--- src/hw/rtl/tsp_pkg.sv ---
// Shared types and constants of the tone sequence player.
package tsp_pkg;

  // Request kinds
  localparam logic [1:0] ACT_WRITE = 2'd0;
  localparam logic [1:0] ACT_PLAY  = 2'd1;
  localparam logic [1:0] ACT_TICK  = 2'd2;

  // Loudness levels of a melody
  localparam logic [1:0] LVL_NORMAL = 2'd0;
  localparam logic [1:0] LVL_QUIET  = 2'd1;
  localparam logic [1:0] LVL_FULL   = 2'd2;

  // Configuration register indexes
  localparam logic CFG_VOLUME     = 1'b0;
  localparam logic CFG_ACTIVE_LOW = 1'b1;

  localparam logic [6:0]  VOLUME_RST    = 7'd100;
  localparam logic [6:0]  PCT_FULL      = 7'd100;
  localparam logic [6:0]  PCT_QUIET_MIN = 7'd3;
  localparam logic [15:0] MS_MAX        = 16'hFFFF;

  // One input request
  typedef struct packed {
    logic [1:0]  action;
    logic [7:0]  tone_index;
    logic [15:0] tone_hz;
    logic [15:0] tone_ms;
    logic [7:0]  play_start;
    logic [7:0]  play_count;
    logic [1:0]  play_level;
    logic        urgent;
  } tsp_item_t;

  // One tone store entry
  typedef struct packed {
    logic [15:0] hz;
    logic [15:0] ms;
  } tsp_tone_t;

endpackage

--- src/hw/rtl/tsp_duty.sv ---
// Loudness and PWM duty of the sounding tone.
module tsp_duty #(
  parameter int DUTY_BITS = 10
) (
  input  logic                 busy,
  input  logic [1:0]           level,
  input  logic [6:0]           volume,
  input  logic                 active_low,
  input  logic [15:0]          tone_hz,
  output logic [15:0]          freq_hz,
  output logic [DUTY_BITS-1:0] duty
);
  import tsp_pkg::*;

  localparam logic [DUTY_BITS-1:0] DUTY_TOP = '1;

  // On time for each percentage: half scale * pct / 100
  logic [DUTY_BITS-1:0] on_tab [128];
  for (genvar g = 0; g < 128; g++) begin : g_on
    assign on_tab[g] = DUTY_BITS'((g * (1 << (DUTY_BITS - 1))) / 100);
  end

  logic [4:0]           quarter;
  logic [6:0]           pct;
  logic [DUTY_BITS-1:0] on_val;
  logic                 silent;

  // Pick the loudness percentage
  assign quarter = volume[6:2];
  always_comb begin
    case (level)
      LVL_FULL:  pct = PCT_FULL;
      LVL_QUIET: begin
        if (volume == 7'd0) begin
          pct = 7'd0;
        end else if ({2'b00, quarter} < PCT_QUIET_MIN) begin
          pct = PCT_QUIET_MIN;
        end else begin
          pct = {2'b00, quarter};
        end
      end
      LVL_NORMAL: pct = volume;
      default:    pct = volume;
    endcase
  end

  // Drive idle level when nothing sounds
  assign on_val  = on_tab[pct];
  assign silent  = !busy || (tone_hz == 16'd0) || (pct == 7'd0);
  assign freq_hz = silent ? 16'd0 : tone_hz;
  always_comb begin
    if (silent) begin
      duty = active_low ? DUTY_TOP : '0;
    end else begin
      duty = active_low ? (DUTY_TOP - on_val) : on_val;
    end
  end

endmodule

--- config.mk ---
export PLATFORM = sky130hd
export DESIGN_NAME = tsp_duty
export DESIGN_NICKNAME = d
export VERILOG_FILES = /design/src/hw/rtl/tsp_pkg.sv /design/src/hw/rtl/tsp_duty.sv
export SDC_FILE = /design/constraint.sdc
export NUM_CORES = 1
export LEC_CHECK = 0
export ABC_CLOCK_PERIOD_IN_PS = 2900
export BUFFER_PORTS_ARGS = -buffer_cell sky130_fd_sc_hd__buf_2
export CORE_ASPECT_RATIO = 2
export CORE_UTILIZATION = 39
export DETAILED_ROUTE_END_ITERATION = 10
export PLACE_DENSITY = 0.59
export SYNTH_ARGS = -nofsm -noshare
export SYNTH_HDL_FRONTEND = slang
export SYNTH_SLANG_ARGS = --single-unit
--- constraint.sdc ---
create_clock -name vclk -period 2.9
set_input_delay 0 -clock vclk [all_inputs]
set_output_delay 0 -clock vclk [all_outputs]
set_load 0.02 [all_outputs]
**Word level (Yosys, flattened, before mapping)**

Memories as Yosys holds them, arrays and structs flattened.
Index checks and enable logic that the tools add are counted.

- Register bits after elaboration: 0
- Memory bits (read-only): 1280
- Input bits: 27
- Output and inout bits: 26
- Logic and storage cells: 22
- Memories kept: 1

- $add $sub $neg: 1
- $lt $le $gt $ge: 2
- Eq/ne operators: 2
- Multiplexer cells: 9
- Bitwise logic cells: 1
- Reduce and logical (&&, ||, !) cells: 6

Memory list:

| memory | depth | bits a word | read ports | clocked after memory_dff | wr ports | line | RTL |
|---|---|---|---|---|---|---|---|
| (no name shown) | 128 | 10 | 1 | 0 | 0 | tsp_duty.sv:48 | `assign on_val = on_tab[pct];` |

Operators with widths:

| kind | count |
|---|---|
| 10-bit 2-to-1 mux | 5 |
| 16-bit zero test | 1 |
| 16-bit 2-to-1 mux | 1 |
| 7-bit zero test | 2 |
| 7-bit case mux with 2 select lines | 1 |
| 5-bit 2-to-1 mux | 2 |
| 10-bit subtractor, first input constant | 1 |
| 8-bit greater-or-equal comparator, second input constant | 1 |
| 7-bit NOT with 8-bit output | 1 |
| 5-bit by 2-bit less-than comparator with 1-bit output, second input constant | 1 |
| 2-bit by 1-bit equality test with 1-bit output, second input constant | 1 |
| 2-bit equality test, second input constant | 1 |
| 1-bit logical OR | 2 |
| 1-bit zero test | 1 |

**Depth between registers and ports, before layout**

Gate-level depths: netlist of run 1.

- Depth after elaboration: 11
- Depth in mapped cells: 17
- Mapped depth without buffers: 14

**Worst setup path after synthesis of run 1**

Ideal clock, no wire load.

- Path type: input port to output port
- Start point: in level[0]
- End point: out duty[3]
- Data arrival time: 3.394 ns
- Data required time: 2.900 ns
- Path slack: -0.494 ns
- Stages on the path: 17
- Path buffers: 5
- Path through: inv_1 ha_1 buf_6 buf_4 buf_2 o211a_2 buf_2 ha_1 clkbuf_1 inv_1 a21oi_1 nor2_1 nor2_1 o21ai_1 or4_1 a311oi_2 xor2_1

- Cells in the longest elaborated chain, start to end: 9
- Elaborated cells between the ends (all ways): 12
- Classes of those cells: 1 x add/sub; 2 x eq/ne; 5 x mux; 1 x bitwise; 2 x reduce/logical; 1 x memory

RTL lines:

| element | line | RTL |
|---|---|---|
| start: declaration | tsp_duty.sv:6 | `input logic [1:0] level,` |
| 2-bit by 1-bit equality test with 1-bit output / 2-bit equality test (equally long branches) | tsp_duty.sv:31 | `case (level)` |
| 7-bit case mux with 2 select lines (*) | tsp_duty.sv:31 |  |
| 7-bit NOT with 8-bit output (implied by the code) | tsp_duty.sv:48 |  |
| memory read 128 x 10 bit | n/a |  |
| 10-bit 2-to-1 mux (implied by the code) (2 in a row) | tsp_duty.sv:48 |  |
| 10-bit subtractor | tsp_duty.sv:55 | `duty = active_low ? (DUTY_TOP - on_val) : on_val;` |
| 10-bit 2-to-1 mux | tsp_duty.sv:55 |  |
| 10-bit 2-to-1 mux (*) | tsp_duty.sv:52 | `if (silent) begin` |
| end: declaration | tsp_duty.sv:11 | `output logic [DUTY_BITS-1:0] duty` |

Mark *: on every way between the ends. The rest lies on a longest branch, timed or not. The select of a mux whose other input is x is not followed.

**Final worst setup path of run 1**

Ends and elaborated chain as after synthesis.

==> results.json, run 1 <==
{
  "outcome": "completed",
  "worstPathArrival_ns": 2.80,
  "ant_nets": 0,
  "seq_cell_count": 0,
  "syn_area_um2": 2240,
  "placed_cell_area_um2": 2910,
  "gp_congestion": 0.978,
  "path_common_cell": "ha_4",
  "synth.top_cells.by_count": "42 x nand2_1, 37 x o21ai_0, 35 x a21oi_1",
  "area_growth_pct": 35.8,
  "die_area_um2": 6070,
  "nClkBuffers": 0,
  "setup_violations": 0,
  "crit_start": "level[0]",
  "fp.dieH_um": 109,
  "post-route-drc-count": 0,
  "yosysUniqueCellTypes": 69,
  "crit_slowest_cell": "or4_4",
  "hold_buffers": 0,
  "fin_util_pct": 55.6,
  "worstHoldStart": "tone_hz[1]",
  "design_area_um2": 3040,
  "dp_slack_ns": -0.0338,
  "synth_cells": 363,
  "wire_per_inst_um": 20.0,
  "die_w_um": 55.6,
  "fin_cells": 501,
  "finalSetupTns_ns": 0,
  "finalCriticalPeriod_ns": 2.80,
  "max_stage_delay_ns": 0.51,
  "synth_top_area_cell": "o21ai_0",
  "synth_top_area_share_pct": 8.27,
  "vias": 3298,
  "synth_fp_nets": 401,
  "grt_pass1_vias": 3167,
  "grt_pass1_wl_um": 15800,
  "antenna_cells": 0,
  "ir_drop_uv": 181,
  "fp.coreArea_um2": 5470,
  "antenna_found_initial": 0,
  "placed_cells": 497,
  "first_iter_violations": 235,
  "synth.area.top_cells": "o21ai_0 8.3%, a21oi_1 7.8%, nand2_1 7.0%",
  "grt_max_degree": 27,
  "yosysWarnings": 0,
  "critPathKind": "primary input to primary output",
  "startpoint_type": "primary input",
  "cp_max_fo": 10,
  "seqCellArea_um2": 0,
  "drv_slew": 0,
  "slew_headroom_pct": 59.1,
  "seq_area_frac_synth_pct": 0,
  "p_per_area_nw_per_um2": 342,
  "cap_violations": 0,
  "num_io_pins": 53,
  "end_kind": "primary output",
  "fin_crit_sh_pct": 96.7,
  "yosys.cell_count.top_type": "nand2_1",
  "rows": 38,
  "p_leak_nw": 1.25,
  "syn_avg_cell_area_um2": 6.17,
  "clock.fmax_mhz": 357,
  "hold_violations": 0,
  "dr.pass1.iters": 5,
  "cp.required_ns": 2.90,
  "hpwl_um": 7900,
  "io_buffers": 53,
  "drt_wl_total_um": 10000,
  "start_util_pct": 41.0,
  "hold_class": "primary input to primary output",
  "vias_per_cell": 6.58,
  "timing.final.ws_setup_ns": 0.0960,
  "overflow": 0,
  "track_usage_pct": 32.5,
  "drive_above_1_share_pct": 34.0,
  "path_cells": "buf_2 -> inv_1 -> ha_4 -> buf_6 -> o31ai_4 -> nor2_4 -> ha_4 -> inv_2 -> a21oi_2 -> nor2_2 -> nor2_1 -> o21ai_1 -> or4_4 -> a311oi_4 -> xor2_2 -> buf_4",
  "tightest_slew_ns": 0.609,
  "finalNetCount": 481
}
==> final cells by class <==
type                            instances  area, um^2
Inverter                                8        35.0
Multi-Input combinational cell        316        2140
Fill cell                             553        2430
Tap cell                               60        75.1
Timing Repair Buffer                  117         793
==> worst max-delay path: cells and delay by family <==
kind	cells	cell delay, ns
AO/OA/AOI/OAI	4	0.82
adder cells (fa/ha/maj)	2	0.53
buffers and inverters	5	0.54
XOR/XNOR	1	0.15
AND/OR/NAND/NOR	4	0.77
==> cells by family after synthesis <==
| group | count (synthesis) | share of synthesized area (%) |
|---|---|---|
| adder cells (fa/ha/maj) | 11 | 6.15 |
| buffers and inverters | 47 | 10.4 |
| AO/OA/AOI/OAI | 155 | 46.8 |
| multiplexers | 2 | 1.01 |
| AND/OR/NAND/NOR | 137 | 31.3 |
| XOR/XNOR | 11 | 4.30 |
==> power by group <==
group	total, W	leakage [nW]	switching [W]	internal, W
registers	0	0	0	0
logic	0.00104	1.25	0.000613	0.000427
clock network	0	0	0	0
==> timing repair <==
item,in CTS,in global routing
resized for setup,1,17
endpoints found under the setup margin,1,6
buffers inserted,0,4
pin swaps,2,7
==> per-layer routing <==
metal | vias up | wire, um | global-route usage, %
met3 | 68 | 736 | 2.02
li1 | 1531 | - | -
met4 | 0 | 869 | 22.9
met2 | 213 | 5190 | 61.8
met1 | 1486 | 3210 | 33.1
met5 | - | 0 | 0
==> through the flow <==
step / hold slack [ns] / power, W
4_1_cts: 0.335 / 0.000974
2_1_floorplan: 0.183 / 0.000624
6_report: 0.335 / 0.00104
3_5_place_dp: 0.335 / 0.000969
3_3_place_gp: 0.334 / 0.000968
5_1_grt: 0.344 / 0.00111
==> layout by cell type (no fill, tap or decap), drive strengths merged, types with 7 or more instances in the layout <==
master,netlist,final
o21ai,41,41
nand2,42,42
o2111ai,7,7
a211oi,8,8
and2,19,19
nor3,7,7
a31oi,10,10
nor2,34,34
xnor2,9,9
o31ai,9,9
nor4,9,9
inv,8,8
a21oi,35,35
buf,24,117
ha,11,11
==> worst paths after layout <==
check	slack (ns)	cells after the start	end
worst max-delay path	0.1	16	duty[3]
worst min-delay path	0.34	3	freq_hz[1]
(Power assumes the default switching activity.)
==> inputs of run 2 (changes only) <==
--- a/config.mk
+++ b/config.mk
@@ -10,6 +10,7 @@
 export CORE_ASPECT_RATIO = 2
 export CORE_UTILIZATION = 39
 export DETAILED_ROUTE_END_ITERATION = 10
+export GPL_TIMING_DRIVEN = 0
 export PLACE_DENSITY = 0.59
 export SYNTH_ARGS = -nofsm -noshare
 export SYNTH_HDL_FRONTEND = slang
==> constraint.sdc (replaced) <==
create_clock -name vclk -period 2.9
set_input_delay 0 -clock vclk [all_inputs]
set_output_delay 0 -clock vclk [all_outputs]
set_load 0.01 [all_outputs]
==> run 2 against run 1 <==
Against the previous run:
- the flow now finishes with violations (setup timing)
- die area unchanged
- maximum frequency down 5.8%
- global-route usage up 3.4 points
- clock-buffer cell count unchanged
- core utilization down 0.78 points
- final cell count down 1.4%
==> results.json, run 2 (synthesis results as in run 1) <==
{
  "crit_slowest_cell": "or4_4",
  "wire_per_inst_um": 22.6,
  "drive_above_1_share_pct": 32.0,
  "finalNetCount": 474,
  "violations": "setup timing",
  "crit_start": "level[1]",
  "grt_pass1_vias": 3177,
  "post-route-drc-count": 0,
  "first_iter_violations": 243,
  "worstHoldStart": "tone_hz[9]",
  "tightest_slew_ns": 1.10,
  "start_util_pct": 41.0,
  "critPathKind": "primary input to primary output",
  "cap_violations": 0,
  "track_usage_pct": 36.0,
  "cp_top_family": "buffers and inverters",
  "ir_drop_uv": 212,
  "finalCriticalPeriod_ns": 2.98,
  "fin_cells": 494,
  "gp_congestion": 0.968,
  "max_stage_delay_ns": 0.50,
  "final_common_cell": "buf_2",
  "crit_buf_inv": 7,
  "dp_slack_ns": -0.594,
  "worstPathArrival_ns": 2.98,
  "hold_class": "primary input to primary output",
  "clock.fmax_mhz": 336,
  "hold_ws_ns": 0.299,
  "slew_headroom_pct": 25.9,
  "overflow": 0,
  "startpoint_type": "primary input",
  "io_buffers": 49,
  "outcome": "finished with violations",
  "rows": 38,
  "finalSetupTns_ns": -0.0967,
  "fin_crit_sh_pct": 103,
  "placed_cells": 472,
  "timing.final.ws_setup_ns": -0.0779,
  "min_to": "freq_hz[9]",
  "grt_max_degree": 15,
  "rsz0062_at_grt": "yes",
  "num_io_pins": 53,
  "hold_violations": 0,
  "placed_cell_area_um2": 2610,
  "hold_depth": 3,
  "hpwl_um": 8050,
  "setup_violations": 2,
  "fp.dieH_um": 109,
  "dr.pass1.iters": 5,
  "drt_wl_total_um": 11200,
  "drv_slew": 0,
  "die_area_um2": 6070,
  "antenna_cells": 0,
  "cp_max_fo": 5,
  "path_cells": "buf_6 -> ha_4 -> buf_8 -> buf_8 -> o211a_4 -> buf_12 -> ha_4 -> clkbuf_16 -> inv_8 -> a21oi_4 -> nor2_4 -> nor2_1 -> o21ai_1 -> or4_4 -> a311oi_2 -> xor2_1 -> buf_2",
  "ant_nets": 0,
  "end_kind": "primary output",
  "area_growth_pct": 33.9,
  "seq_cell_count": 0,
  "p_per_area_nw_per_um2": 340,
  "antenna_found_initial": 0,
  "p_leak_nw": 1.19,
  "vias_per_cell": 6.87,
  "fp.coreArea_um2": 5470,
  "seqCellArea_um2": 0,
  "grt_pass1_wl_um": 16900,
  "design_area_um2": 3000,
  "nClkBuffers": 0,
  "cp.required_ns": 2.90,
  "die_w_um": 55.6,
  "vias": 3393,
  "final_cell_mix": "57 x buf_2, 41 x nand2_1, 36 x o21ai_0"
}
[run 2: how the worst max path moves through the flow]
stage / endpoint / cells past startpoint
6_report: duty[3] / 17
5_1_grt: duty[3] / 18
4_1_cts: duty[3] / 19
3_5_place_dp: duty[3] / 17
3_3_place_gp: duty[2] / 16
2_1_floorplan: duty[3] / 17
[run 2: metrics by stage]
step | power [W] | util, %
floorplan | 0.000584 | -
global placement | 0.000839 | 47.7
detailed placement | 0.000836 | 47.7
CTS | 0.000956 | 53.0
global route | 0.00108 | 54.8
finish | 0.00102 | 54.8
[run 2: area by class of cell]
| type | count | area (um^2) |
|---|---|---|
| Multi-Input combinational cell | 316 | 2150 |
| Inverter | 8 | 55.1 |
| Tap cell | 60 | 75.1 |
| Fill cell | 558 | 2470 |
| Buffer | 37 | 260 |
| Timing Repair Buffer | 73 | 457 |
[run 2: per-layer routing]
layer / part of all wire, % / global-route usage, % / vias up / routed length, um
met4: 10 / 34.8 / 0 / 1160
met5: 0 / 0 / - / 0
met1: 32 / 34.8 / 1530 / 3530
li1: - / - / 1521 / -
met2: 49 / 64.0 / 263 / 5500
met3: 8.8 / 4.74 / 79 / 984
[run 2: worst min-delay path: cells and delay by family]
family	cells	cell delay [ns]
buf+inv	2	0.20
simple gates	1	0.10
[run 2: repair_timing]
item	in CTS	in global routing
buffers inserted	19	5
hold buffers	0	0
resized for setup	34	23
hold endpoints to repair	0	0
pin swaps	10	12
setup endpoints to repair	6	7
[run 2: power breakdown]
group / total, W / switching, W / leakage (nW) / internal [W]
combinational: 0.00102 / 0.000616 / 1.19 / 0.000404
clock: 0 / 0 / 0 / 0
sequential: 0 / 0 / 0 / 0
total: 0.00102 / 0.000616 / 1.19 / 0.000404
==> inputs of run 3 (changes only) <==
--- a/config.mk
+++ b/config.mk
@@ -12,6 +12,7 @@
 export DETAILED_ROUTE_END_ITERATION = 10
 export GPL_TIMING_DRIVEN = 0
 export PLACE_DENSITY = 0.59
+export SETUP_SLACK_MARGIN = 0.1
 export SYNTH_ARGS = -nofsm -noshare
 export SYNTH_HDL_FRONTEND = slang
 export SYNTH_SLANG_ARGS = --single-unit
==> run 3 against run 2 <==
Against the previous run:
- the flow still finishes with violations (setup timing)
- total power grew 9.4%
- maximum frequency shrank 0.61%
- routed wire length up 1.1%
==> results.json, run 3 (synthesis results as in run 1) <==
{
  "outcome": "finished with violations",
  "violations": "setup timing",
  "p_per_area_nw_per_um2": 346,
  "ant_nets": 0,
  "hpwl_um": 7930,
  "routed-wl-met2_um": 5540,
  "vias_per_cell": 6.84,
  "fp.dieH_um": 109,
  "area_growth_pct": 43.9,
  "end_kind": "primary output",
  "min_to": "freq_hz[9]",
  "final_cell_mix": "54 x buf_2, 42 x nand2_1, 31 x buf_4",
  "finalNetCount": 483,
  "ir_drop_uv": 194,
  "io_buffers": 49,
  "finalPower_w": 0.00112,
  "crit_slowest_cell": "or4_4",
  "rsz0062_at_grt": "yes",
  "num_io_pins": 53,
  "clock.fmax_mhz": 334,
  "grt_pass1_wl_um": 17100,
  "gp_congestion": 0.976,
  "cp_max_fo": 7,
  "path_cells": "buf_8 -> inv_4 -> ha_4 -> buf_6 -> buf_8 -> buf_8 -> o211a_4 -> buf_12 -> ha_4 -> clkbuf_16 -> buf_8 -> buf_8 -> nor2_4 -> nor4b_2 -> or4_4 -> a311oi_2 -> xor2_1 -> buf_2",
  "worstPathArrival_ns": 3.00,
  "startpoint_type": "primary input",
  "timing.final.ws_setup_ns": -0.0960,
  "die_area_um2": 6070,
  "antenna_found_initial": 0,
  "finalCriticalPeriod_ns": 3.00,
  "setup_violations": 2,
  "die_w_um": 55.6,
  "nClkBuffers": 0,
  "hold_violations": 0,
  "dr.pass1.iters": 6,
  "rows": 38,
  "drive_above_1_share_pct": 36.6,
  "internal_power_w": 0.000464,
  "grt_max_degree": 15,
  "critPathKind": "primary input to primary output",
  "antenna_cells": 0,
  "tightest_slew_ns": 1.07,
  "fp.coreArea_um2": 5470,
  "vias": 3439,
  "hold_depth": 3,
  "fin_crit_sh_pct": 103,
  "grt_pass1_vias": 3250,
  "highest_layer": "met4",
  "p_switching_w": 0.000652,
  "track_usage_pct": 36.3,
  "sw_frac_of_total_pct": 58.4,
  "seqCellArea_um2": 0,
  "path_common_cell": "buf_8",
  "route.layer.met1.wl_um": 3520,
  "drt_wl_total_um": 11300,
  "final_common_cell": "buf_2",
  "cp_top_family": "buffers and inverters",
  "cp.required_ns": 2.90,
  "seq_cell_count": 0,
  "sequentialPowerShare_pct": 0,
  "cap_violations": 0,
  "max_stage_delay_ns": 0.51,
  "worstHoldStart": "tone_hz[9]",
  "drv_slew": 0,
  "p_leak_nw": 1.28,
  "p_clk_share_pct": 0,
  "start_util_pct": 41.0,
  "wl_met3_um": 1020,
  "slew_headroom_pct": 27.6,
  "hold_class": "primary input to primary output",
  "fillers": 504,
  "overflow": 0,
  "first_iter_violations": 300,
  "comb_power_share_pct": 100.0,
  "crit_buf_inv": 10,
  "post-route-drc-count": 0,
  "wire_per_inst_um": 22.5,
  "dp_slack_ns": -0.540,
  "fin_util_pct": 58.9
}
==> run 3: changes by cell type in the layout (fill, tap and decap cells not counted), sizes merged <==
cell	previous run	this run
buf	95	102
clkbuf	15	17
==> run 3: cell type report <==
class                      instances  area (um^2)  area share [%]
buffer                            39          297            9.20
inverter                           8         57.6            1.79
multi-input combinational        316         2240            69.5
tap                               60         75.1            2.33
timing repair buffer              80          554            17.2
==> run 3: power by group through the flow <==
stage | registers [W] | clock network, W | logic (W)
floorplan | 0 | 0 | 0.000589
global placement | 0 | 0 | 0.000842
detailed placement | 0 | 0 | 0.000840
CTS | 0 | 0 | 0.000995
global route | 0 | 0 | 0.00118
finish | 0 | 0 | 0.00112
==> run 3: repair_timing <==
item | 4_1_cts | 5_1_grt
hold buffers | 0 | 0
pin swaps | 15 | 18
setup buffers | 24 | 7
cloned | 0 | 0
resized for setup | 42 | 54
endpoints found under the setup margin | 8 | 8
==> run 3: worst max path at each step <==
stage	depth (start not counted)	from	endpoint	slack [ns]
2_1_floorplan	17	level[0]	duty[3]	0.11
3_3_place_gp	15	level[1]	duty[2]	-0.56
3_5_place_dp	15	level[1]	duty[2]	-0.54
4_1_cts	19	level[0]	duty[3]	-0.14
5_1_grt	17	level[0]	duty[2]	-0.27
6_report	18	level[0]	duty[3]	-0.1
==> run 3: metrics by stage <==
step,hold slack [ns],cells,setup TNS [ns],area [um^2]
6_report,0.299,503,-0.132,3220
3_5_place_dp,0.298,472,-2.00,2620
4_1_cts,0.298,496,-0.184,3000
3_3_place_gp,0.300,472,-2.09,2620
2_1_floorplan,0.144,363,0,2300
5_1_grt,0.309,503,-0.553,3220
==> run 3: metal layers <==
metal,global-route usage (%),vias to the layer above
li1,-,1539
met1,35.3,1496
met2,70.1,301
met3,4.03,103
met4,24.6,0
met5,0,-
