### src/hw/rtl/tsp_pkg.sv
// Shared types and constants of the tone sequence player.
package tsp_pkg;

  // Request kinds
  localparam logic [1:0] ACT_WRITE = 2'd0;
  localparam logic [1:0] ACT_PLAY  = 2'd1;
  localparam logic [1:0] ACT_TICK  = 2'd2;

  // Loudness levels of a melody
  localparam logic [1:0] LVL_NORMAL = 2'd0;
  localparam logic [1:0] LVL_QUIET  = 2'd1;
  localparam logic [1:0] LVL_FULL   = 2'd2;

  // Configuration register indexes
  localparam logic CFG_VOLUME     = 1'b0;
  localparam logic CFG_ACTIVE_LOW = 1'b1;

  localparam logic [6:0]  VOLUME_RST    = 7'd100;
  localparam logic [6:0]  PCT_FULL      = 7'd100;
  localparam logic [6:0]  PCT_QUIET_MIN = 7'd3;
  localparam logic [15:0] MS_MAX        = 16'hFFFF;

  // One input request
  typedef struct packed {
    logic [1:0]  action;
    logic [7:0]  tone_index;
    logic [15:0] tone_hz;
    logic [15:0] tone_ms;
    logic [7:0]  play_start;
    logic [7:0]  play_count;
    logic [1:0]  play_level;
    logic        urgent;
  } tsp_item_t;

  // One tone store entry
  typedef struct packed {
    logic [15:0] hz;
    logic [15:0] ms;
  } tsp_tone_t;

endpackage

### src/hw/rtl/tsp_ctrl.sv
// Melody queue and step sequencer of the tone sequence player.
module tsp_ctrl #(
  parameter int QUEUE_DEPTH = 4,
  parameter int TONE_DEPTH  = 256,
  localparam int TA = $clog2(TONE_DEPTH),
  localparam int QA = (QUEUE_DEPTH > 1) ? $clog2(QUEUE_DEPTH) : 1,
  localparam int FW = $clog2(QUEUE_DEPTH + 1)
) (
  input  logic                clk,
  input  logic                rst_n,
  input  logic                proc,
  input  tsp_pkg::tsp_item_t  item,
  input  tsp_pkg::tsp_tone_t  cur_tone,
  output logic                wr_en,
  output logic [TA-1:0]       wr_addr,
  output tsp_pkg::tsp_tone_t  wr_tone,
  output logic [TA-1:0]       rd_addr,
  output logic                busy,
  output logic [1:0]          level,
  output logic [FW-1:0]       fill
);
  import tsp_pkg::*;

  // Entry numbers taken modulo the store depth
  logic [TA-1:0] mod_tab [256];
  for (genvar g = 0; g < 256; g++) begin : g_mod
    assign mod_tab[g] = TA'(g % TONE_DEPTH);
  end

  logic          busy_r, busy_nxt;
  logic [QA-1:0] head_r, head_nxt;
  logic [FW-1:0] fill_r, fill_nxt;
  logic [7:0]    len_r, len_nxt;
  logic [1:0]    level_r, level_nxt;
  logic [7:0]    step_r, step_nxt;
  logic [15:0]   el_r, el_nxt;
  logic [TA-1:0] ptr_r, ptr_nxt;

  logic [TA-1:0] qs_r [QUEUE_DEPTH];
  logic [7:0]    ql_r [QUEUE_DEPTH];
  logic [1:0]    qv_r [QUEUE_DEPTH];

  logic          play_ok;
  logic [FW-1:0] fill_t;
  logic [QA:0]   slot_sum;
  logic [QA-1:0] slot;
  logic          enq;
  logic          fwd;
  logic          do_begin;
  logic [TA-1:0] hd_start;
  logic [7:0]    hd_len;
  logic [1:0]    hd_level;
  logic [QA-1:0] head_inc;
  logic [TA-1:0] ptr_inc;
  logic [7:0]    step_inc;
  logic [15:0]   el_inc;

  // Decode the request
  assign play_ok = proc && (item.action == ACT_PLAY) && (item.play_count != 8'd0);
  assign fill_t  = item.urgent ? '0 : fill_r;
  assign wr_en   = proc && (item.action == ACT_WRITE);
  assign wr_addr = mod_tab[item.tone_index];
  assign wr_tone = '{hz: item.tone_hz, ms: item.tone_ms};

  // Tail slot of the queue
  assign slot_sum = (QA+1)'(head_r) + (QA+1)'(fill_t);
  always_comb begin
    if (slot_sum >= (QA+1)'(QUEUE_DEPTH)) begin
      slot = QA'(slot_sum - (QA+1)'(QUEUE_DEPTH));
    end else begin
      slot = QA'(slot_sum);
    end
  end

  // Head entry; take the new melody when it lands on an empty queue
  assign fwd      = play_ok && (fill_t == '0);
  assign hd_start = fwd ? mod_tab[item.play_start] : qs_r[head_r];
  assign hd_len   = fwd ? item.play_count : ql_r[head_r];
  assign hd_level = fwd ? item.play_level : qv_r[head_r];

  assign head_inc = (head_r == QA'(QUEUE_DEPTH - 1)) ? '0 : head_r + 1'b1;
  assign ptr_inc  = (ptr_r == TA'(TONE_DEPTH - 1)) ? '0 : ptr_r + 1'b1;
  assign step_inc = step_r + 8'd1;
  assign el_inc   = (el_r == MS_MAX) ? el_r : el_r + 16'd1;

  // Update queue and step state for one request
  always_comb begin
    busy_nxt  = busy_r;
    head_nxt  = head_r;
    fill_nxt  = fill_r;
    len_nxt   = len_r;
    level_nxt = level_r;
    step_nxt  = step_r;
    el_nxt    = el_r;
    ptr_nxt   = ptr_r;
    enq       = 1'b0;
    do_begin  = 1'b0;
    if (proc) begin
      unique case (item.action)
        ACT_PLAY: begin
          if (item.play_count != 8'd0) begin
            if (item.urgent) begin
              fill_nxt = '0;
              busy_nxt = 1'b0;
            end
            if (fill_nxt < FW'(QUEUE_DEPTH)) begin
              enq      = 1'b1;
              fill_nxt = fill_nxt + 1'b1;
            end
            do_begin = !busy_nxt;
          end
        end
        ACT_TICK: begin
          if (busy_r) begin
            el_nxt = el_inc;
            if (el_inc >= cur_tone.ms) begin
              step_nxt = step_inc;
              el_nxt   = '0;
              if (step_inc >= len_r) begin
                do_begin = 1'b1;
              end else begin
                ptr_nxt = ptr_inc;
              end
            end
          end
        end
        default: begin
        end
      endcase
    end
    // Start the next queued melody, or go idle
    if (do_begin) begin
      if (fill_nxt == '0) begin
        busy_nxt = 1'b0;
      end else begin
        busy_nxt  = 1'b1;
        head_nxt  = head_inc;
        fill_nxt  = fill_nxt - 1'b1;
        ptr_nxt   = hd_start;
        len_nxt   = hd_len;
        level_nxt = hd_level;
        step_nxt  = '0;
        el_nxt    = '0;
      end
    end
  end

  // Hold sequencer state
  always_ff @(posedge clk) begin
    if (!rst_n) begin
      busy_r  <= 1'b0;
      head_r  <= '0;
      fill_r  <= '0;
      len_r   <= '0;
      level_r <= '0;
      step_r  <= '0;
      el_r    <= '0;
      ptr_r   <= '0;
    end else begin
      busy_r  <= busy_nxt;
      head_r  <= head_nxt;
      fill_r  <= fill_nxt;
      len_r   <= len_nxt;
      level_r <= level_nxt;
      step_r  <= step_nxt;
      el_r    <= el_nxt;
      ptr_r   <= ptr_nxt;
    end
  end

  // Enqueue melodies
  always_ff @(posedge clk) begin
    if (enq) begin
      qs_r[slot] <= mod_tab[item.play_start];
      ql_r[slot] <= item.play_count;
      qv_r[slot] <= item.play_level;
    end
  end

  assign rd_addr = ptr_nxt;
  assign busy    = busy_r;
  assign level   = level_r;
  assign fill    = fill_r;

`ifndef SYNTHESIS
  a_fill_bound: assert property (@(posedge clk) disable iff (!rst_n)
    fill_r <= FW'(QUEUE_DEPTH))
    else $error("queue fill above depth");

  a_idle_empty: assert property (@(posedge clk) disable iff (!rst_n)
    !busy_r |-> (fill_r == '0))
    else $error("melodies queued while idle");

  a_step_range: assert property (@(posedge clk) disable iff (!rst_n)
    busy_r |-> (step_r < len_r))
    else $error("step past end of melody");
`endif

endmodule

### config.mk
export PLATFORM = sky130hd
export DESIGN_NAME = tsp_ctrl
export DESIGN_NICKNAME = d
export VERILOG_FILES = /design/src/hw/rtl/tsp_pkg.sv /design/src/hw/rtl/tsp_ctrl.sv
export SDC_FILE = /design/constraint.sdc
export NUM_CORES = 1
export LEC_CHECK = 0
export BUFFER_PORTS_ARGS = -buffer_cell sky130_fd_sc_hd__buf_2
export CAP_MARGIN = 30
export CORE_UTILIZATION = 38
export DETAILED_ROUTE_END_ITERATION = 10
export PLACE_DENSITY_LB_ADDON = 0.15
export SETUP_SLACK_MARGIN = 0.15
export SLEW_MARGIN = 20
export SYNTH_ARGS = -nofsm -noshare
export SYNTH_HDL_FRONTEND = slang
export SYNTH_SLANG_ARGS = --single-unit
### constraint.sdc
create_clock -name clk -period 9 [get_ports clk]
set_clock_uncertainty 0.1 [all_clocks]
set_input_delay 0.9 -clock clk [delete_from_list [all_inputs] [get_ports clk]]
set_output_delay 0.9 -clock clk [all_outputs]
set_load 0.05 [all_outputs]
Yosys cells after proc, flatten, opt, wreduce, memory -nomap -nowiden
Memories as Yosys holds them, arrays and structs flattened. A register that Yosys moved wholly into a read port is not among the register bits.
Cells that the tools add are included.
- register bits: 38
- memory bits (writable): 72
- ROM bits: 4096
- input port bits: 96
- output and inout bits: 55
- logic and storage cells: 110
- memories: 5
- add/sub/neg operators: 8
- order comparisons: 6
- equal/unequal tests: 5
- mux-type cells: 61
- bitwise gates (word level): 3
- reductions and logical operators: 16
- memories (memory ; depth ; bits a word ; rd ports ; clocked after memory_dff ; wr ports ; RTL line ; source):
    (no name shown) ; 256 ; 8 ; 1 ; 0 ; 0 ; tsp_ctrl.sv:174 ; qs_r[slot] <= mod_tab[item.play_start];
    (no name shown) ; 256 ; 8 ; 1 ; 0 ; 0 ; tsp_ctrl.sv:62 ; assign wr_addr = mod_tab[item.tone_index];
    ql_r ; 4 ; 8 ; 1 ; 1 ; 1 ; tsp_ctrl.sv:40 ; logic [7:0] ql_r [QUEUE_DEPTH];
    qs_r ; 4 ; 8 ; 1 ; 1 ; 1 ; tsp_ctrl.sv:39 ; logic [TA-1:0] qs_r [QUEUE_DEPTH];
    qv_r ; 4 ; 2 ; 1 ; 1 ; 1 ; tsp_ctrl.sv:41 ; logic [1:0] qv_r [QUEUE_DEPTH];
- operators by type and width (operator ; number):
    2-to-1 mux 8 bit ; 19
    2-to-1 mux 16 bit ; 7
    2-to-1 mux 3 bit ; 10
    2-to-1 mux 1 bit ; 20
    >= comparator 9 bit, second input constant ; 2
    NOT 8 -> 9 bit ; 2
    adder 16 x 1 -> 16 bit, second input constant ; 1
    adder 8 x 1 -> 8 bit, second input constant ; 2
    equality test 16 bit, second input constant ; 1
    >= comparator 16 bit ; 1
    equality test 8 bit, second input constant ; 1
    >= comparator 8 bit ; 1
    2-to-1 mux 2 bit ; 4
    nonzero test 8 bit ; 1
    logical NOT 3 bit ; 2
    nonzero test 2 bit ; 3
    equality test 2 bit, second input constant ; 2
    logical AND 1 bit ; 4
    adder 2 x 3 -> 3 bit ; 1
    adder 3 x 1 -> 3 bit, second input constant ; 1
    >= comparator 3 bit, second input constant ; 1
    logical NOT 1 bit ; 3
    less-than comparator 3 bit, second input constant ; 1
    AND reduction 3 bit ; 1
    8 further kinds ; 8

Depth between registers and ports, before layout
Gate-level depths: netlist of run 1.
- depth after elaboration: 14
- mapped depth: 16
- depth with buffers taken out: 14

Worst setup path before layout of run 1
Ideal clock, no wire load.
- path type: input-to-output
- start point: input item[60] (netlist name)
- end point: output rd_addr[3]
- data arrival time: 4160 ps
- data required time: 8000 ps
- slack: 3840 ps
- cell stages on the path: 13
- buffers on the path: 1
- path through: inv_1 -> ha_1 -> inv_1 -> a211oi_1 -> a21boi_2 -> mux2i_1 -> ha_1 -> ha_1 -> or3_1 -> o31ai_2 -> buf_2 -> a311oi_1 -> a31oi_1
- cells in the longest elaborated chain, start to end: 7
- elaborated cells on any way between the ends: 15
- those cells by class: eq/ne: 2; mux: 9; reduce/logical: 4
- ends and longest elaborated chain (element ; RTL line ; source):
    start, declared ; tsp_ctrl.sv:12 ; input tsp_pkg::tsp_item_t item,
    parallel branches: the longest is 6 deep, another holds 2-to-1 mux 8 bit ; -- ;
    2-to-1 mux 8 bit * ; tsp_ctrl.sv:132 ; if (do_begin) begin
    end, declared ; tsp_ctrl.sv:17 ; output logic [TA-1:0] rd_addr,
Mark *: on every way between the ends.

Worst setup path in the final report of run 1
- start point: register el_r[3]
- end point: output rd_addr[1]
- cells in the longest elaborated chain, start to end: 9
- elaborated cells on any way between the ends: 14
- those cells by class: add/sub: 1; order compare: 1; eq/ne: 1; mux: 11
- ends and longest elaborated chain (element ; RTL line ; source):
    start, declared ; tsp_ctrl.sv:36 ; logic [15:0] el_r, el_nxt;
    start signal, assigned ; tsp_ctrl.sv:166 ; el_r <= el_nxt;
    adder 16 x 1 -> 16 bit or equality test 16 bit (tied branches) ; tsp_ctrl.sv:84 ; assign el_inc = (el_r == MS_MAX) ? el_r : el_r + 16'd1;
    2-to-1 mux 16 bit * ; tsp_ctrl.sv:84 ;
    >= comparator 16 bit * ; tsp_ctrl.sv:116 ; if (el_inc >= cur_tone.ms) begin
    2-to-1 mux 8 bit ; tsp_ctrl.sv:116 ;
    2-to-1 mux 8 bit ; tsp_ctrl.sv:114 ; if (busy_r) begin
    2-to-1 mux 8 bit ; tsp_ctrl.sv:99 ; unique case (item.action)
    2-to-1 mux 8 bit ; tsp_ctrl.sv:98 ; if (proc) begin
    2-to-1 mux 8 bit ; tsp_ctrl.sv:133 ; if (fill_nxt == '0) begin
    2-to-1 mux 8 bit * ; tsp_ctrl.sv:132 ;
Every way passes the cells marked *; elsewhere a longest branch is shown, timed or not.

==> results of run 1 <==
==> cells by family (layout without fill, tap and decap cells) <==
group | after synthesis | in the layout | share of synthesized area (%)
AOI/OAI and AO/OA | 104 | 104 | 11.15
xor gates and xnor gates | 31 | 31 | 4.115
adders and majority gates | 37 | 37 | 7.015
buffers and inverters | 104 | 136 | 8.513
DFF | 122 | 122 | 47.93
muxes | 34 | 34 | 8.684
and+or+nand+nor | 171 | 171 | 12.59
==> path summary, 6_finish.rpt <==
check	cells past startpoint	slack, ps	endpoint	from
max reg2reg	16	4180	el_r[2]	el_r[3]
min reg2reg	2	380	step_r[1]	step_r[1]
max	16	2970	rd_addr[1]	el_r[3]
min	2	380	step_r[1]	step_r[1]
==> routing by layer <==
layer	global-route usage (%)	up-vias
li1	-	2208
met1	20.74	2126
met2	26.31	118
met3	4.460	17
met4	6.376	0
met5	0	-
==> final cells by class <==
| class | instances | area, um^2 | area share [%] |
|---|---|---|---|
| flip-flops and latches | 122 | 3163 | 42.77 |
| inverters | 40 | 150.1 | 2.030 |
| multi-input cells | 377 | 2893 | 39.11 |
| repair buffers | 64 | 360.3 | 4.872 |
| clock inverters | 12 | 117.6 | 1.590 |
| clock buffers | 20 | 436.7 | 5.904 |
| well taps | 220 | 275.3 | 3.722 |
==> where the power goes <==
part	switching, mW	leakage, nW	internal, mW
registers	0.00384	1.05	0.597
logic	0.0464	1.54	0.0273
clock network	0.249	0.258	0.383
total	0.299	2.86	1.01
==> synthesized netlist by cell type, types with 5 or more instances <==
| master | number |
|---|---|
| and3_1 | 9 |
| mux2i_1 | 13 |
| a21o_1 | 5 |
| xnor2_1 | 17 |
| a21oi_1 | 26 |
| nor2_1 | 41 |
| clkbuf_1 | 11 |
| nand4_1 | 8 |
| inv_1 | 40 |
| a311oi_1 | 6 |
| o21ai_0 | 10 |
| ha_1 | 37 |
| dfxtp_1 | 50 |
| buf_4 | 41 |
| buf_2 | 8 |
| or3_1 | 10 |
| a211oi_1 | 18 |
| a31oi_1 | 13 |
| edfxtp_1 | 72 |
| xor2_1 | 14 |
| nand2_1 | 49 |
| nand3_1 | 27 |
| mux4_2 | 18 |
==> critical path, cell delays in order (launching register included) <==
cell and delay [ps]:
dfxtp_1 470, nand4_1 240, nor4_2 620, nor2_1 300, and2_1 270, xnor2_1 150
ha_1 330, nand4_1 110, nor2_1 210, a211o_1 200, a311oi_2 60, buf_4 220
o31ai_4 240, buf_4 490, o21ai_0 330, o21a_1 180, buf_2 200
==> through the flow <==
step / instances / worst slack [ps] / power [mW] / util [%]
final: 855 / 2969 / 1.306 / 44.13
after global routing: 855 / 2609 / 1.354 / 44.13
after CTS: 853 / 2923 / 1.322 / 43.95
after detailed placement: 821 / 3365 / 0.6864 / 40.64
after global placement: 821 / 3383 / 0.6843 / 40.64
after floorplan: 603 / 3840 / 0.7058 / -
==> registers in the layout, summed over array words and instances (netlist names), 3 cells and up, named ones only <==
| register | count |
|---|---|
| len_r | 8 |
| ql_r | 32 |
| ptr_r | 8 |
| qv_r | 8 |
| fill | 3 |
| qs_r | 32 |
| el_r | 16 |
| step_r | 8 |
==> flow_summary.ini, run 1 <==
[worst_setup_path]
start_kind = flop
arrival_ps = 5030
critical_path.endpoint_type = output pin
crit_path_max_fanout = 51
required_ps = 8000
path_class = reg -> out

[min_path]
hold_class = reg -> reg

[global_route]
antenna_found_initial = 0
grt_pass1_wl_um = 22370
grt_overflow = 0
track_usage_pct = 16.31
grt_start_max_net_pins = 52
grt_pass1_vias = 4402

[clock_tree]
cts_max_path_buffers = 2
cts-root-buf = clkbuf_16
ctsHoldBuffers = 0
cts_setup_buffers = 0
clkSinkCount = 122
htree_num_levels = 4
cts-buffers-inserted = 17
cts_tree = built
clkTransAtPathRegs_ps = 60
insertion_delay_ps = 410
cts_resized = 0

[final_layout]
syn_to_final_growth_pct = 12.08
drive_gt1_share_pct = 19.37
mostFrequentLayoutCell = edfxtp_1
final_nets = 755
nFillCells = 1598
fin_area_um2 = 7396
antenna_cells = 0
final_cell_mix = edfxtp_1 (72), buf_2 (54), dfxtp_1 (50)

[logic_synthesis]
yosysTopAreaCell = edfxtp_1
async_flop_share_pct = 0
ys.flop_type = edfxtp_1
synth_fp_nets = 736
syn_avg_cell_area_um2 = 10.94
yosysWarnings = 0
synthTopCellsByArea = edfxtp_1 (33%), dfxtp_1 (15%), ha_1 (7.0%)
seq_area_frac_synth_pct = 47.93
synthCells = 603
synth_top_area_share_pct = 32.76
synthDistinctLibCells = 57
syn_area_um2 = 6599
synth_edf_count = 72
synth_seq_cells = 122

[outcome]
status = complete, no violations

[place]
dp_hpwl_um = 9671
gp_congestion = 0.8223
io_buffers = 54
postPlaceCellArea_um2 = 6812

[floorplanning]
start_util_pct = 39.37
die_w_um = 133.8
rows = 47
core_um2 = 16760
die-height_um = 133.8
die_area_um2 = 17900
io_pins = 151

[timing]
fmax_ghz = 0.1658
max_slew_margin_pct = 40.06
tightest_slew_ps = 895.8
rsz0062_at_grt = no
finalCriticalPeriod_ps = 6031
final_hold_viol_count = 0
fin_tns_setup_ps = 0
drv_slew = 0
fin_hold_ws_ps = 380.0
finalCritPeriodShare_pct = 67.01
setup_viol = 0

[route]
antenna_left = 0
route.detailed.drc = 0
dr.pass1.iters = 5
drt_iter0_markers = 194
wl_met1_um = 6407
vias = 4469
route.top_layer_used = met4
viasPerCell = 5.227
drt_wl_total_um = 14000
route.met2.wl_um = 6697
wl_met3_um = 692
wl_per_cell_um = 16.37

[run]
maxCapViolCount = 0

[pwr]
p_leak_nw = 2.855
power.density_nw_per_um2 = 176.6
peakVddDrop_v = 0.0001163
Note: power is estimated with default switching activity, not from simulation.
==> inputs of run 2 (changes only) <==
==> constraint.sdc (replaced) <==
create_clock -name clk -period 5.85 [get_ports clk]
set_clock_uncertainty 0.1 [all_clocks]
set_input_delay 0.585 -clock clk [delete_from_list [all_inputs] [get_ports clk]]
set_output_delay 0.585 -clock clk [all_outputs]
set_load 0.05 [all_outputs]
==> flow_summary.ini, run 2 (synthesis results as in run 1) <==
[outcome]
status = complete, no violations

[route]
antenna_left = 0
drt_wl_total_um = 13820
vias = 4434
wl_per_cell_um = 16.12
route.detailed.drc = 0
dr.pass1.iters = 6
drt_iter0_markers = 200
viasPerCell = 5.174

[worst_setup_path]
crit_slowest_cell = or4_1
critPathBufInv = 1
start_kind = flop
crit_path_max_fanout = 10
path_class = reg -> out
required_ps = 5160
arrival_ps = 4730
critical_path.endpoint_type = output pin
path_common_cell = a31oi_1
ff2ff_path_depth = 14
path_cells = nand4_1, or4_1, nor2_1, a31oi_1, a31oi_1, ha_1, nand4_1, nor2_1, a211o_1, a311o_1, and3_1, a311oi_1, a31oi_1, buf_2
cpLargestDelayFamily = compound AO/OA/AOI/OAI gates
cpPeakStageDelay_ps = 590
crit_cells = 14

[timing]
rsz0062_at_grt = no
drv_slew = 0
final_hold_viol_count = 0
setup_viol = 0
fmax_ghz = 0.1848
max_slew_margin_pct = 48.65
tightest_slew_ps = 766.9
finalCriticalPeriod_ps = 5412
fin_tns_setup_ps = 0
fin_hold_ws_ps = 307.9
finalCritPeriodShare_pct = 92.51

[pwr]
clkPwrFrac_pct = 49.8
p_sw_share_pct = 21.29
p_leak_nw = 2.902
p_switching_mw = 0.4401
power.total_mw = 2.067
power.density_nw_per_um2 = 277.8
combinationalPowerShare_pct = 5.5
p_seq_share_pct = 44.7
peakVddDrop_v = 0.0001941
internal-power_mw = 1.627

[global_route]
track_usage_pct = 16.33
grt_pass1_wl_um = 22300
grt_pass1_vias = 4318
grt_overflow = 0
antenna_found_initial = 0
grt_start_max_net_pins = 26

[final_layout]
final_cell_mix = edfxtp_1 (72), buf_2 (54), dfxtp_1 (50)
drive_gt1_share_pct = 19.31
antenna_cells = 0
nFillCells = 1567
mostFrequentLayoutCell = edfxtp_1
fin_area_um2 = 7443
top_regs = ql_r x32, qs_r x32, el_r x16
final_nets = 757
syn_to_final_growth_pct = 12.80
final_util_pct = 44.41

[clock_tree]
cts_max_path_buffers = 2
clkSinkCount = 122
insertion_delay_ps = 410
cts-buffers-inserted = 17
cts-root-buf = clkbuf_16
htree_num_levels = 4
cts_setup_buffers = 0
clkTransAtPathRegs_ps = 50
cts_tree = built

[floorplanning]
start_util_pct = 39.37
io_pins = 151
rows = 47
die_area_um2 = 17900
die-height_um = 133.8
core_um2 = 16760
die_w_um = 133.8

[place]
postPlaceCellArea_um2 = 6834
gp_congestion = 0.7941
io_buffers = 54
dp_hpwl_um = 9840

[run]
maxCapViolCount = 0

[min_path]
hold_class = in -> reg
hold_depth = 1
==> run 2: cell types whose count changed in the layout (fill, tap and decap cells not counted) <==
cell        before  now
clkinv_1         0    2
clkinvlp_4       4    2
nor4_4           0    1
buf_8            2    1
buf_4            8   11
nor4_2           1    0
bufinv_16        1    3
clkinv_2         1    2
inv_6            4    1
==> run 2: routing by layer <==
metal,GRT usage [%],part of all wire (%),vias to the layer above
met1,21.30,48,2099
met5,0,0,-
met3,5.026,5.4,8
met4,5.745,0.65,0
met2,25.56,46,114
li1,-,-,2213
==> run 2: worst reg2reg max path, cell delays in order (launching register included) <==
cell and delay [ps]:
dfxtp_1 470, nand4_1 280, or4_1 590, nor2_1 240, and3_1 190, a31oi_1 120
ha_1 310, nand4_1 130, nor2_1 230, a211o_1 190, a311oi_2 80, o31ai_4 630
buf_4 400, mux2i_1 260, nor2_1 70
==> run 2: worst paths after layout <==
| check | startpoint | to | slack [ps] |
|---|---|---|---|
| worst min register to register | step_r[1] | step_r[1] | 390 |
| worst max-delay path | el_r[3] | rd_addr[3] | 440 |
| worst min-delay path | item[2] | qv_r[0][1] | 310 |
| worst max register to register | el_r[3] | head_r[0] | 1410 |
==> run 2: repair_timing <==
item	in CTS	in global routing
endpoints found under the hold margin	0	0
setup endpoints to repair	0	2
hold buffers	0	0
resized for setup	0	1
==> run 2: power groups by stage <==
stage	Sequential [mW]	Clock (mW)	Combinational [mW]
final	0.925	1.03	0.113
after global routing	0.925	1.09	0.126
after CTS	0.925	1.06	0.114
after global placement	0.943	0	0.111
after detailed placement	0.943	0	0.114
after floorplan	0.945	0	0.141
==> run 2: final cells by class <==
type	count	area [um^2]	share of cell area, %
well taps	220	275.3	3.698
clock inverters	12	148.9	2.000
clock buffers	20	436.7	5.867
inverters	40	150.1	2.017
multi-input cells	377	2902	38.98
repair buffers	66	367.9	4.942
flip-flops and latches	122	3163	42.49
==> run 2: metrics by stage <==
| stage | instances | setup slack (ps) |
|---|---|---|
| 4_1_cts | 856 | 440.3 |
| 2_1_floorplan | 603 | 1199 |
| 3_5_place_dp | 824 | 893.9 |
| 3_3_place_gp | 823 | 922.5 |
| 5_1_grt | 857 | 140.1 |
| 6_report | 857 | 438.4 |
==> inputs of run 3 (changes only) <==
--- a/config.mk
+++ b/config.mk
@@ -5,7 +5,7 @@
 export SDC_FILE = /design/constraint.sdc
 export NUM_CORES = 1
 export LEC_CHECK = 0
-export BUFFER_PORTS_ARGS = -buffer_cell sky130_fd_sc_hd__buf_2
+export BUFFER_PORTS_ARGS = -buffer_cell sky130_fd_sc_hd__buf_4
 export CAP_MARGIN = 30
 export CORE_UTILIZATION = 38
 export DETAILED_ROUTE_END_ITERATION = 10
==> flow_summary.ini, run 3 (synthesis results as in run 1) <==
[pwr]
power.density_nw_per_um2 = 281.9
combinationalPowerShare_pct = 5.7
power.total_mw = 2.146
p_seq_share_pct = 43.1
clkPwrFrac_pct = 51.2
internal-power_mw = 1.687
p_switching_mw = 0.4599
p_sw_share_pct = 21.42
p_leak_nw = 2.949
peakVddDrop_v = 0.0001970

[final_layout]
final_nets = 756
syn_to_final_growth_pct = 15.40
drive_gt1_share_pct = 19.65
final_cell_mix = edfxtp_1 (72), buf_4 (65), dfxtp_1 (50)
mostFrequentLayoutCell = edfxtp_1
top_regs = ql_r x32, qs_r x32, el_r x16
fin_area_um2 = 7615
antenna_cells = 0

[floorplanning]
rows = 47
io_pins = 151
core_um2 = 16760
start_util_pct = 39.37
die_area_um2 = 17900
die-height_um = 133.8
die_w_um = 133.8

[timing]
tightest_slew_ps = 899.0
finalCritPeriodShare_pct = 91.00
drv_slew = 0
setup_viol = 0
finalCriticalPeriod_ps = 5323
rsz0062_at_grt = no
fmax_ghz = 0.1878
max_slew_margin_pct = 39.98
fin_tns_setup_ps = 0
final_hold_viol_count = 0

[worst_setup_path]
arrival_ps = 4640
critical_path.endpoint_type = output pin
cpLargestDelayFamily = simple AND/OR/NAND/NOR gates
crit_path_max_fanout = 13
required_ps = 5160
critPathBufInv = 2
cpPeakStageDelay_ps = 580
path_class = reg -> out
path_cells = nand4_1, or4_1, nor2_1, and3_1, a31oi_1, ha_1, nand4_1, nor2_1, a211o_1, a311oi_4, o31ai_4, buf_4, a211oi_1, a31oi_1, buf_4
start_kind = flop
crit_slowest_cell = or4_1

[route]
viasPerCell = 5.246
dr.pass1.iters = 4
wl_per_cell_um = 16.54
vias = 4491
drt_iter0_markers = 180
drt_wl_total_um = 14160
route.detailed.drc = 0
antenna_left = 0

[outcome]
status = complete, no violations

[clock_tree]
cts-buffers-inserted = 17
cts-root-buf = clkbuf_16
ctsHoldBuffers = 0
cts_tree = built
cts_setup_buffers = 0
clkTransAtPathRegs_ps = 60
insertion_delay_ps = 420
cts_max_path_buffers = 2
clkSinkCount = 122
htree_num_levels = 4

[place]
io_buffers = 54
postPlaceCellArea_um2 = 6969
dp_hpwl_um = 9975
gp_congestion = 0.8233

[run]
maxCapViolCount = 0

[global_route]
grt_start_max_net_pins = 27
grt_pass1_vias = 4520
grt_pass1_wl_um = 23250
track_usage_pct = 16.80
grt_overflow = 0
antenna_found_initial = 0

[min_path]
hold_class = in -> reg
[run 3: what timing repair did]
item / CTS / global route
resized for setup: 0 / 2
setup endpoints to repair: 0 / 4
hold endpoints to repair: 0 / 0
[run 3: metal layers]
| layer | GRT usage, % | up-vias | wire length (um) |
|---|---|---|---|
| li1 | - | 2211 | - |
| met1 | 22.01 | 2148 | 6793 |
| met2 | 26.40 | 118 | 6608 |
| met3 | 4.649 | 14 | 602 |
| met4 | 6.376 | 0 | 155 |
| met5 | 0 | - | 0 |
[run 3: per-stage QoR]
step | setup slack [ps] | std cells | util [%] | hold WS (ps)
6_report | 526.5 | 856 | 45.43 | 284.7
2_1_floorplan | 1199 | 603 | - | 353.3
3_5_place_dp | 933.5 | 824 | 41.58 | 381.2
3_3_place_gp | 950.9 | 824 | 41.58 | 369.7
5_1_grt | 157.3 | 856 | 45.43 | 276.7
4_1_cts | 443.3 | 856 | 45.32 | 269.5
[run 3: path summary, 6_finish.rpt]
kind / depth (start not counted) / endpoint / from / slack [ps]
hold / removal: 1 / qv_r[2][0] / item[1] / 280
setup / recovery: 15 / rd_addr[7] / el_r[3] / 530
hold reg to reg: 2 / step_r[1] / step_r[1] / 380
setup reg to reg: 14 / flop / el_r[3] / 1440
[run 3: power groups by stage]
stage | clock (mW) | sequential (mW) | combinational [mW]
global placement | 0 | 0.943 | 0.121
CTS | 1.12 | 0.925 | 0.124
global route | 1.16 | 0.926 | 0.136
floorplan | 0 | 0.945 | 0.141
finish | 1.10 | 0.925 | 0.123
detailed placement | 0 | 0.943 | 0.123
[run 3: cell type report]
| class | count | area [um^2] |
|---|---|---|
| clock buffers | 19 | 432.9 |
| clock inverters | 13 | 192.7 |
| fillers | 1551 | 9145 |
| inverters | 40 | 150.1 |
| multi-input cells | 377 | 2913 |
| flip-flops and latches | 122 | 3163 |
| well taps | 220 | 275.3 |
| repair buffers | 65 | 488.0 |
